===== config.mk =====
export PLATFORM = sky130hd
export DESIGN_NAME = max_priority_queue_two_key_unit
export DESIGN_NICKNAME = d
export VERILOG_FILES = /design/src/rtl/mpq_pkg.sv /design/src/rtl/mpq_store.sv /design/src/rtl/mpq_rank_cmp.sv /design/src/rtl/max_priority_queue_two_key_unit.sv
export SDC_FILE = /design/constraint.sdc
export NUM_CORES = 2
export LEC_CHECK = 0
export BUFFER_PORTS_ARGS = -buffer_cell sky130_fd_sc_hd__buf_2
export CAP_MARGIN = 20
export CORE_AREA = 3 3 320 385
export DETAILED_ROUTE_END_ITERATION = 10
export DIE_AREA = 0 0 323 388
export PLACE_DENSITY = 0.72
export SLEW_MARGIN = 40
export SYNTH_ARGS = -nofsm -noshare
export SYNTH_HDL_FRONTEND = slang
export SYNTH_SLANG_ARGS = --single-unit

===== constraint.sdc =====
create_clock -name clk -period 7.9 [get_ports clk]
set_input_delay 0.395 -clock clk [delete_from_list [all_inputs] [get_ports clk]]
set_output_delay 0.395 -clock clk [all_outputs]
set_load 0.1 [all_outputs]

===== src/rtl/mpq_pkg.sv =====
// Shared types and constants for the two-key max priority queue.
// No dependencies; every module of the block imports this package.
`timescale 1ns / 1ps

package mpq_pkg;

    // Store geometry
    localparam int CAPACITY = 64;
    localparam int ADDR_W   = $clog2(CAPACITY);
    localparam int CNT_W    = $clog2(CAPACITY + 1);
    localparam int ROLL_W   = 16;
    localparam int MARKS_W  = 10;

    // Operation codes
    typedef enum logic [1:0] {
        OP_PUSH = 2'd0,
        OP_PEEK = 2'd1,
        OP_POP  = 2'd2,
        OP_LOAD = 2'd3
    } op_t;

    // One stored entry
    typedef struct packed {
        logic [MARKS_W-1:0] marks;
        logic [ROLL_W-1:0]  roll;
    } entry_t;

    // Input item
    typedef struct packed {
        op_t                op;
        logic [ROLL_W-1:0]  roll;
        logic [MARKS_W-1:0] marks;
    } item_t;

    // Result item
    typedef struct packed {
        logic               empty_res;
        logic [ROLL_W-1:0]  top_roll;
        logic [MARKS_W-1:0] top_marks;
        logic               overflow;
    } result_t;

    // Store access request from the sequencer
    typedef struct packed {
        logic              we;
        logic [ADDR_W-1:0] waddr;
        entry_t            wdata;
        logic              re;
        logic [ADDR_W-1:0] raddr;
    } mem_req_t;

endpackage


===== src/rtl/mpq_store.sv =====
// Entry store: one write port, one read port with registered read data.
// Depends on mpq_pkg.
`timescale 1ns / 1ps

module mpq_store (
    input  logic              clk,
    input  mpq_pkg::mem_req_t req,
    output mpq_pkg::entry_t   rd_data
);
    import mpq_pkg::*;

    entry_t mem [CAPACITY];

    // Write one entry
    always_ff @(posedge clk)
    begin
        if (req.we)
        begin
            mem[req.waddr] <= req.wdata;
        end
    end

    // Register the read data
    always_ff @(posedge clk)
    begin
        if (req.re)
        begin
            rd_data <= mem[req.raddr];
        end
    end

endmodule


===== src/rtl/mpq_rank_cmp.sv =====
// Shared rank comparator: higher marks first, lower roll on equal marks.
// Depends on mpq_pkg.
`timescale 1ns / 1ps

module mpq_rank_cmp (
    input  mpq_pkg::entry_t a,
    input  mpq_pkg::entry_t b,
    output logic            a_above
);
    import mpq_pkg::*;

    // Strictly above: equal entries never shift past each other
    always_comb
    begin
        a_above = (a.marks > b.marks) || ((a.marks == b.marks) && (a.roll < b.roll));
    end

endmodule


===== src/rtl/max_priority_queue_two_key_unit.sv =====
// Top level of the two-key max priority queue: sequencer, entry count and result outputs.
// Depends on mpq_pkg, mpq_store and mpq_rank_cmp.
//
//   channel   | handshake           | payload
//   ----------+---------------------+-----------------------------
//   command   | start, busy         | item   (op, roll, marks)
//   result    | result_valid strobe | result (empty_res, top_roll,
//             |                     |         top_marks, overflow)
//
// Peek and pop read the top slot and then show their result. An insert moves entries
// up one slot at a time and then writes the new entry into the freed slot; a push
// then also reports. Each move is a read and a compare-write pair on the single store
// port pair, driven through the one rank comparator. A dropped insert reports like a peek.
// Reset clears the count and the sequencer; the store needs no clearing. Results cannot
// be held off: each strobe lasts one cycle.
`timescale 1ns / 1ps

module max_priority_queue_two_key_unit (
    input  logic             clk,
    input  logic             rst_n,
    input  logic             start,
    output logic             busy,
    input  mpq_pkg::item_t   item,
    output logic             result_valid,
    output mpq_pkg::result_t result
);
    import mpq_pkg::*;

    typedef enum logic [5:0] {
        S_IDLE    = 6'b000001,
        S_SHF_RD  = 6'b000010,
        S_SHF_CMP = 6'b000100,
        S_PLACE   = 6'b001000,
        S_RPT_RD  = 6'b010000,
        S_RPT_OUT = 6'b100000
    } state_t;

    state_t            state_reg, state_next;
    logic [CNT_W-1:0]  count_reg, count_next;
    logic [ADDR_W-1:0] pos_reg, pos_next;
    entry_t            ent_reg, ent_next;
    logic              push_reg, push_next;
    logic              drop_reg, drop_next;
    mem_req_t          req;
    entry_t            rd_data;
    logic              shift_up;
    logic              full;

    mpq_store u_store (
        .clk     (clk),
        .req     (req),
        .rd_data (rd_data)
    );

    mpq_rank_cmp u_cmp (
        .a       (rd_data),
        .b       (ent_reg),
        .a_above (shift_up)
    );

    assign busy = (state_reg != S_IDLE);
    assign full = (count_reg == CNT_W'(CAPACITY));

    // Sequence one item
    always_comb
    begin
        state_next = state_reg;
        count_next = count_reg;
        pos_next   = pos_reg;
        ent_next   = ent_reg;
        push_next  = push_reg;
        drop_next  = drop_reg;
        req        = '0;
        req.wdata  = ent_reg;
        case (state_reg)
            S_IDLE:
            begin
                if (start)
                begin
                    ent_next.roll  = item.roll;
                    ent_next.marks = item.marks;
                    push_next      = (item.op == OP_PUSH);
                    drop_next      = 1'b0;
                    if (item.op inside {OP_PUSH, OP_LOAD})
                    begin
                        if (full)
                        begin
                            drop_next  = 1'b1;
                            state_next = S_RPT_RD;
                        end
                        else
                        begin
                            pos_next   = count_reg[ADDR_W-1:0];
                            state_next = (count_reg == '0) ? S_PLACE : S_SHF_RD;
                        end
                    end
                    else
                    begin
                        if (item.op == OP_POP && count_reg != '0)
                        begin
                            count_next = count_reg - CNT_W'(1);
                        end
                        state_next = S_RPT_RD;
                    end
                end
            end
            S_SHF_RD:
            begin
                req.re     = 1'b1;
                req.raddr  = pos_reg - ADDR_W'(1);
                state_next = S_SHF_CMP;
            end
            S_SHF_CMP:
            begin
                req.we    = 1'b1;
                req.waddr = pos_reg;
                if (shift_up)
                begin
                    // Move the higher-ranked entry up one slot
                    req.wdata  = rd_data;
                    pos_next   = pos_reg - ADDR_W'(1);
                    state_next = (pos_reg == ADDR_W'(1)) ? S_PLACE : S_SHF_RD;
                end
                else
                begin
                    count_next = count_reg + CNT_W'(1);
                    state_next = push_reg ? S_RPT_RD : S_IDLE;
                end
            end
            S_PLACE:
            begin
                req.we     = 1'b1;
                req.waddr  = pos_reg;
                count_next = count_reg + CNT_W'(1);
                state_next = push_reg ? S_RPT_RD : S_IDLE;
            end
            S_RPT_RD:
            begin
                req.re     = 1'b1;
                req.raddr  = ADDR_W'(count_reg - CNT_W'(1));
                state_next = S_RPT_OUT;
            end
            S_RPT_OUT:
            begin
                state_next = S_IDLE;
            end
            default:
            begin
                state_next = S_IDLE;
            end
        endcase
    end

    // Hold control state
    always_ff @(posedge clk or negedge rst_n)
    begin
        if (!rst_n)
        begin
            state_reg <= S_IDLE;
            count_reg <= '0;
            push_reg  <= 1'b0;
            drop_reg  <= 1'b0;
        end
        else
        begin
            state_reg <= state_next;
            count_reg <= count_next;
            push_reg  <= push_next;
            drop_reg  <= drop_next;
        end
    end

    // Hold the entry being inserted and its slot
    always_ff @(posedge clk)
    begin
        pos_reg <= pos_next;
        ent_reg <= ent_next;
    end

    // Drive the result strobe and fields
    always_comb
    begin
        result_valid     = (state_reg == S_RPT_OUT);
        result.overflow  = drop_reg;
        result.empty_res = (count_reg == '0);
        if (count_reg == '0)
        begin
            result.top_roll  = '0;
            result.top_marks = '0;
        end
        else
        begin
            result.top_roll  = rd_data.roll;
            result.top_marks = rd_data.marks;
        end
    end

    // Checks
    a_count_bound: assert property (@(posedge clk) disable iff (!rst_n)
        count_reg <= CNT_W'(CAPACITY))
        else $error("entry count above capacity");

    a_accept_busy: assert property (@(posedge clk) disable iff (!rst_n)
        (start && !busy) |=> busy)
        else $error("accepted transfer did not start the sequencer");

    a_drop_full: assert property (@(posedge clk) disable iff (!rst_n)
        (result_valid && result.overflow) |-> full)
        else $error("overflow reported with room in the store");

    a_empty_zero: assert property (@(posedge clk) disable iff (!rst_n)
        (result_valid && result.empty_res) |-> (result.top_roll == '0 && result.top_marks == '0))
        else $error("empty result carries a nonzero top");

    a_one_strobe: assert property (@(posedge clk) disable iff (!rst_n)
        result_valid |=> !result_valid)
        else $error("result strobe longer than one cycle");

endmodule

==> results.sh <==
export IMPL_outcome="complete, no violations"
export IMPL_drt_iter0_drc=6276
export IMPL_drive_above_1_share_pct=11.0
export IMPL_tightest_slew_ns=0.987
export IMPL_syn2layout_area_growth_pct=11.1
export IMPL_wl_per_cell_um=29.7
export IMPL_routabilityCongestion=0.946
export IMPL_ys_warn_count=0
export IMPL_largest_reg_flops=1664
export IMPL_crit_type="flop to flop"
export IMPL_async_reset_ff_share_pct=0.864
export IMPL_power_leakage_nw=27.2
export IMPL_placed_cells=6532
export IMPL_ctsLongestPathBuffers=3
export IMPL_avgViaCountPerCell=6.71
export IMPL_yosysTopAreaCell="edfxtp_1"
export IMPL_fin_hold_ws_ns=0.0746
export IMPL_critPathRequiredTime_ns=8.43
export IMPL_core_um2=120000
export IMPL_peakVddDrop_mv=0.272
export IMPL_dr_pass1_iters=6
export IMPL_dp_hpwl_um=113000
export IMPL_grt_pass1_vias=44200
export IMPL_fin_cells=6863
export IMPL_start_kind="flop"
export IMPL_synth_edf_count=1722
export IMPL_cts_tree="done"
export IMPL_fillers=8211
export IMPL_grt_max_degree=163
export IMPL_synth_cell_types=75
export IMPL_clock_sinks=1737
export IMPL_ios=61
export IMPL_cap_violations=0
export IMPL_wirelength_um=204000
export IMPL_setup_viol=0
export IMPL_fmax_mhz=188
export IMPL_cts_buffers=160
export IMPL_power_density_nw_per_um2=304
export IMPL_antenna_found_initial=11
export IMPL_rows=139
export IMPL_port_buffers=60
export IMPL_gr_total_overflow=0
export IMPL_reg2reg_from="count_reg[0]"
export IMPL_drc_errors=0
export IMPL_ys_flop_type="edfxtp_1"
export IMPL_cpMostUsedCell="buf_4"
export IMPL_ys_ff_latch=1737
export IMPL_cp_slowest_stage_delay_ns=0.73
export IMPL_die_x_um=323
export IMPL_synth_area_um2=71500
export IMPL_rsz0062_at_grt="no"
export IMPL_crit_chain="inv_1 -> ha_1 -> nor3b_2 -> buf_4 -> a22o_4 -> buf_12 -> buf_4 -> a211oi_1 -> a311oi_1 -> o21ai_0 -> o2111ai_1 -> or4_1"
export IMPL_crit_start="count_reg[0]"
export IMPL_synthesis_nets=5179
export IMPL_end_kind="flop"
export IMPL_hold_viol=0
export IMPL_crit_slowest_cell="o21ai_0"
export IMPL_cp_max_fo=124
export IMPL_synth_area_leaders="edfxtp_1 72%, nand2_1 5.4%, mux2i_1 4.3%"
export IMPL_floorplan_die_area_um2=125000
export IMPL_worstHoldStart="item[26]"
export IMPL_fin_nets=5238
export IMPL_period_minus_slack_ns=5.33
export IMPL_clock_skew_ns=0.0273
export IMPL_syn_area_per_cell_um2=14.0
export IMPL_arrival_ns=5.85
export IMPL_h_tree_depth=4
export IMPL_grt_pass1_wl_um=294000
export IMPL_slew_violations=0
export IMPL_antenna_left=0
export IMPL_initial_core_util_pct=59.7
export IMPL_track_usage_pct=32.3
export IMPL_clockRootBuffer="clkbuf_16"
export IMPL_die_y_um=388
export IMPL_syn_instance_count=5116
export IMPL_vias=46100
export IMPL_setup_tns_ns=0
export IMPL_period_share_pct=67.4
export IMPL_min_path_type="input pin to flop"
export IMPL_ys_seq_area_share_pct=72.9
export IMPL_slew_headroom_pct=34.1
export IMPL_clk_latency_ns=0.81
export IMPL_clkTransAtPathRegs_ns=0.06
export IMPL_synth_top_area_share_pct=72.4
placed cells by master, fill, tap and decap left out, types with 26 or more instances in the layout:
cell type,instances
dlygate4sd3_1,29
a221oi_1,140
nor2_2,50
clkbuf_1,39
a21oi_1,98
o21ai_0,74
buf_2,60
mux2i_1,305
clkinv_2,26
inv_1,176
or4_1,30
nand2_1,1020
a211oi_1,147
a311oi_1,140
ha_1,32
nand3_1,447
clkbuf_16,164
edfxtp_1,1722
and2_1,27
a32oi_1,39
clkinv_1,40
buf_4,151
cell families (layout without fill, tap and decap cells):
group,after synthesis,count (layout),synth area share (%)
simple gates,1677,1677,10.2
mux,337,337,4.87
fa+ha+maj,32,32,0.560
other cells,0,6,0
flops,1737,1737,72.9
xor+xnor,10,10,0.123
buf+inv,545,735,3.18
compound gates,778,778,8.18
Yosys cell counts (6+ instances only):
library cell / count
nor3_1: 9
o2111ai_1: 22
and2_1: 27
o32ai_1: 15
a21oi_1: 104
o22ai_1: 19
buf_2: 130
mux2i_1: 305
clkbuf_1: 181
edfxtp_1: 1722
a311oi_1: 140
o21ai_1: 18
mux4_2: 6
nand2_1: 1022
a32oi_1: 39
buf_4: 14
nand3_1: 447
buf_1: 41
ha_1: 32
dfrtp_1: 14
nor2_1: 82
o211ai_1: 16
mux2_2: 26
a31oi_1: 7
or4_1: 30
a221oi_1: 140
nand4_1: 13
nor3b_1: 6
inv_1: 177
a211oi_1: 148
a21o_1: 11
o21ai_0: 74
critical path: cells and delay by family (launching register included):
family	cells	cell delay, ns
flip-flops	1	0.62
buffers and inverters	4	1.19
adder cells (fa/ha/maj)	1	0.39
AO/OA/AOI/OAI	5	2.08
AND/OR/NAND/NOR	2	0.70
metrics by stage:
stage / total power, mW / instance area (µm²) / util (%) / setup slack [ns]
detailed placement: 16.8 / 74000 / 61.9 / 2.77
finish: 24.1 / 79400 / 66.3 / 2.57
CTS: 24.0 / 79300 / 66.2 / 2.77
global placement: 16.7 / 73900 / 61.8 / 2.88
floorplan: 14.7 / 71500 / - / 4.20
global route: 24.8 / 79400 / 66.3 / 2.49
worst paths after layout:
check	endpoint	slack [ns]	cells after the start
worst max-delay path	u_store.rd_data[10]	2.57	12
worst min-delay path	push_reg	0.07	5
worst max register to register	u_store.rd_data[10]	2.57	12
worst min register to register	state_reg[0]	0.48	1
max in group asynchronous	state_reg[0]	7.47	2
min in group asynchronous	state_reg[5]	0.09	2
area by class of cell:
class	instances	area (µm²)	share of cell area (%)
sequential	1737	52100	65.6
multi-input combinational	2834	17500	22.1
clock buffer	207	4310	5.42
timing repair buffer	265	2210	2.79
tap	1551	1940	2.44
inverter	177	664	0.837
clock inverter	86	648	0.816
antenna	6	15.0	0.0189
routing by layer:
layer / global-route usage, % / part of all wire (%) / vias up
li1: - / - / 19600
met1: 41.7 / 35 / 22900
met2: 51.9 / 48 / 3103
met3: 5.85 / 11 / 523
met4: 18.5 / 6.1 / 0
met5: 0 / 0 / -
repair_timing:
action,in CTS,in global routing
hold buffers,29,0
hold endpoints to repair,43,0
resized for setup,0,0
setup buffers,0,0
report_power, final:
group | leakage, nW | internal, mW | total [mW] | switching [mW]
combinational | 9.06 | 1.33 | 5.54 | 4.21
clock | 2.43 | 4.08 | 7.40 | 3.32
sequential | 15.7 | 11.0 | 11.2 | 0.199
total | 27.2 | 16.4 | 24.1 | 7.72
No activity file was read; power rests on OpenSTA's default activity.
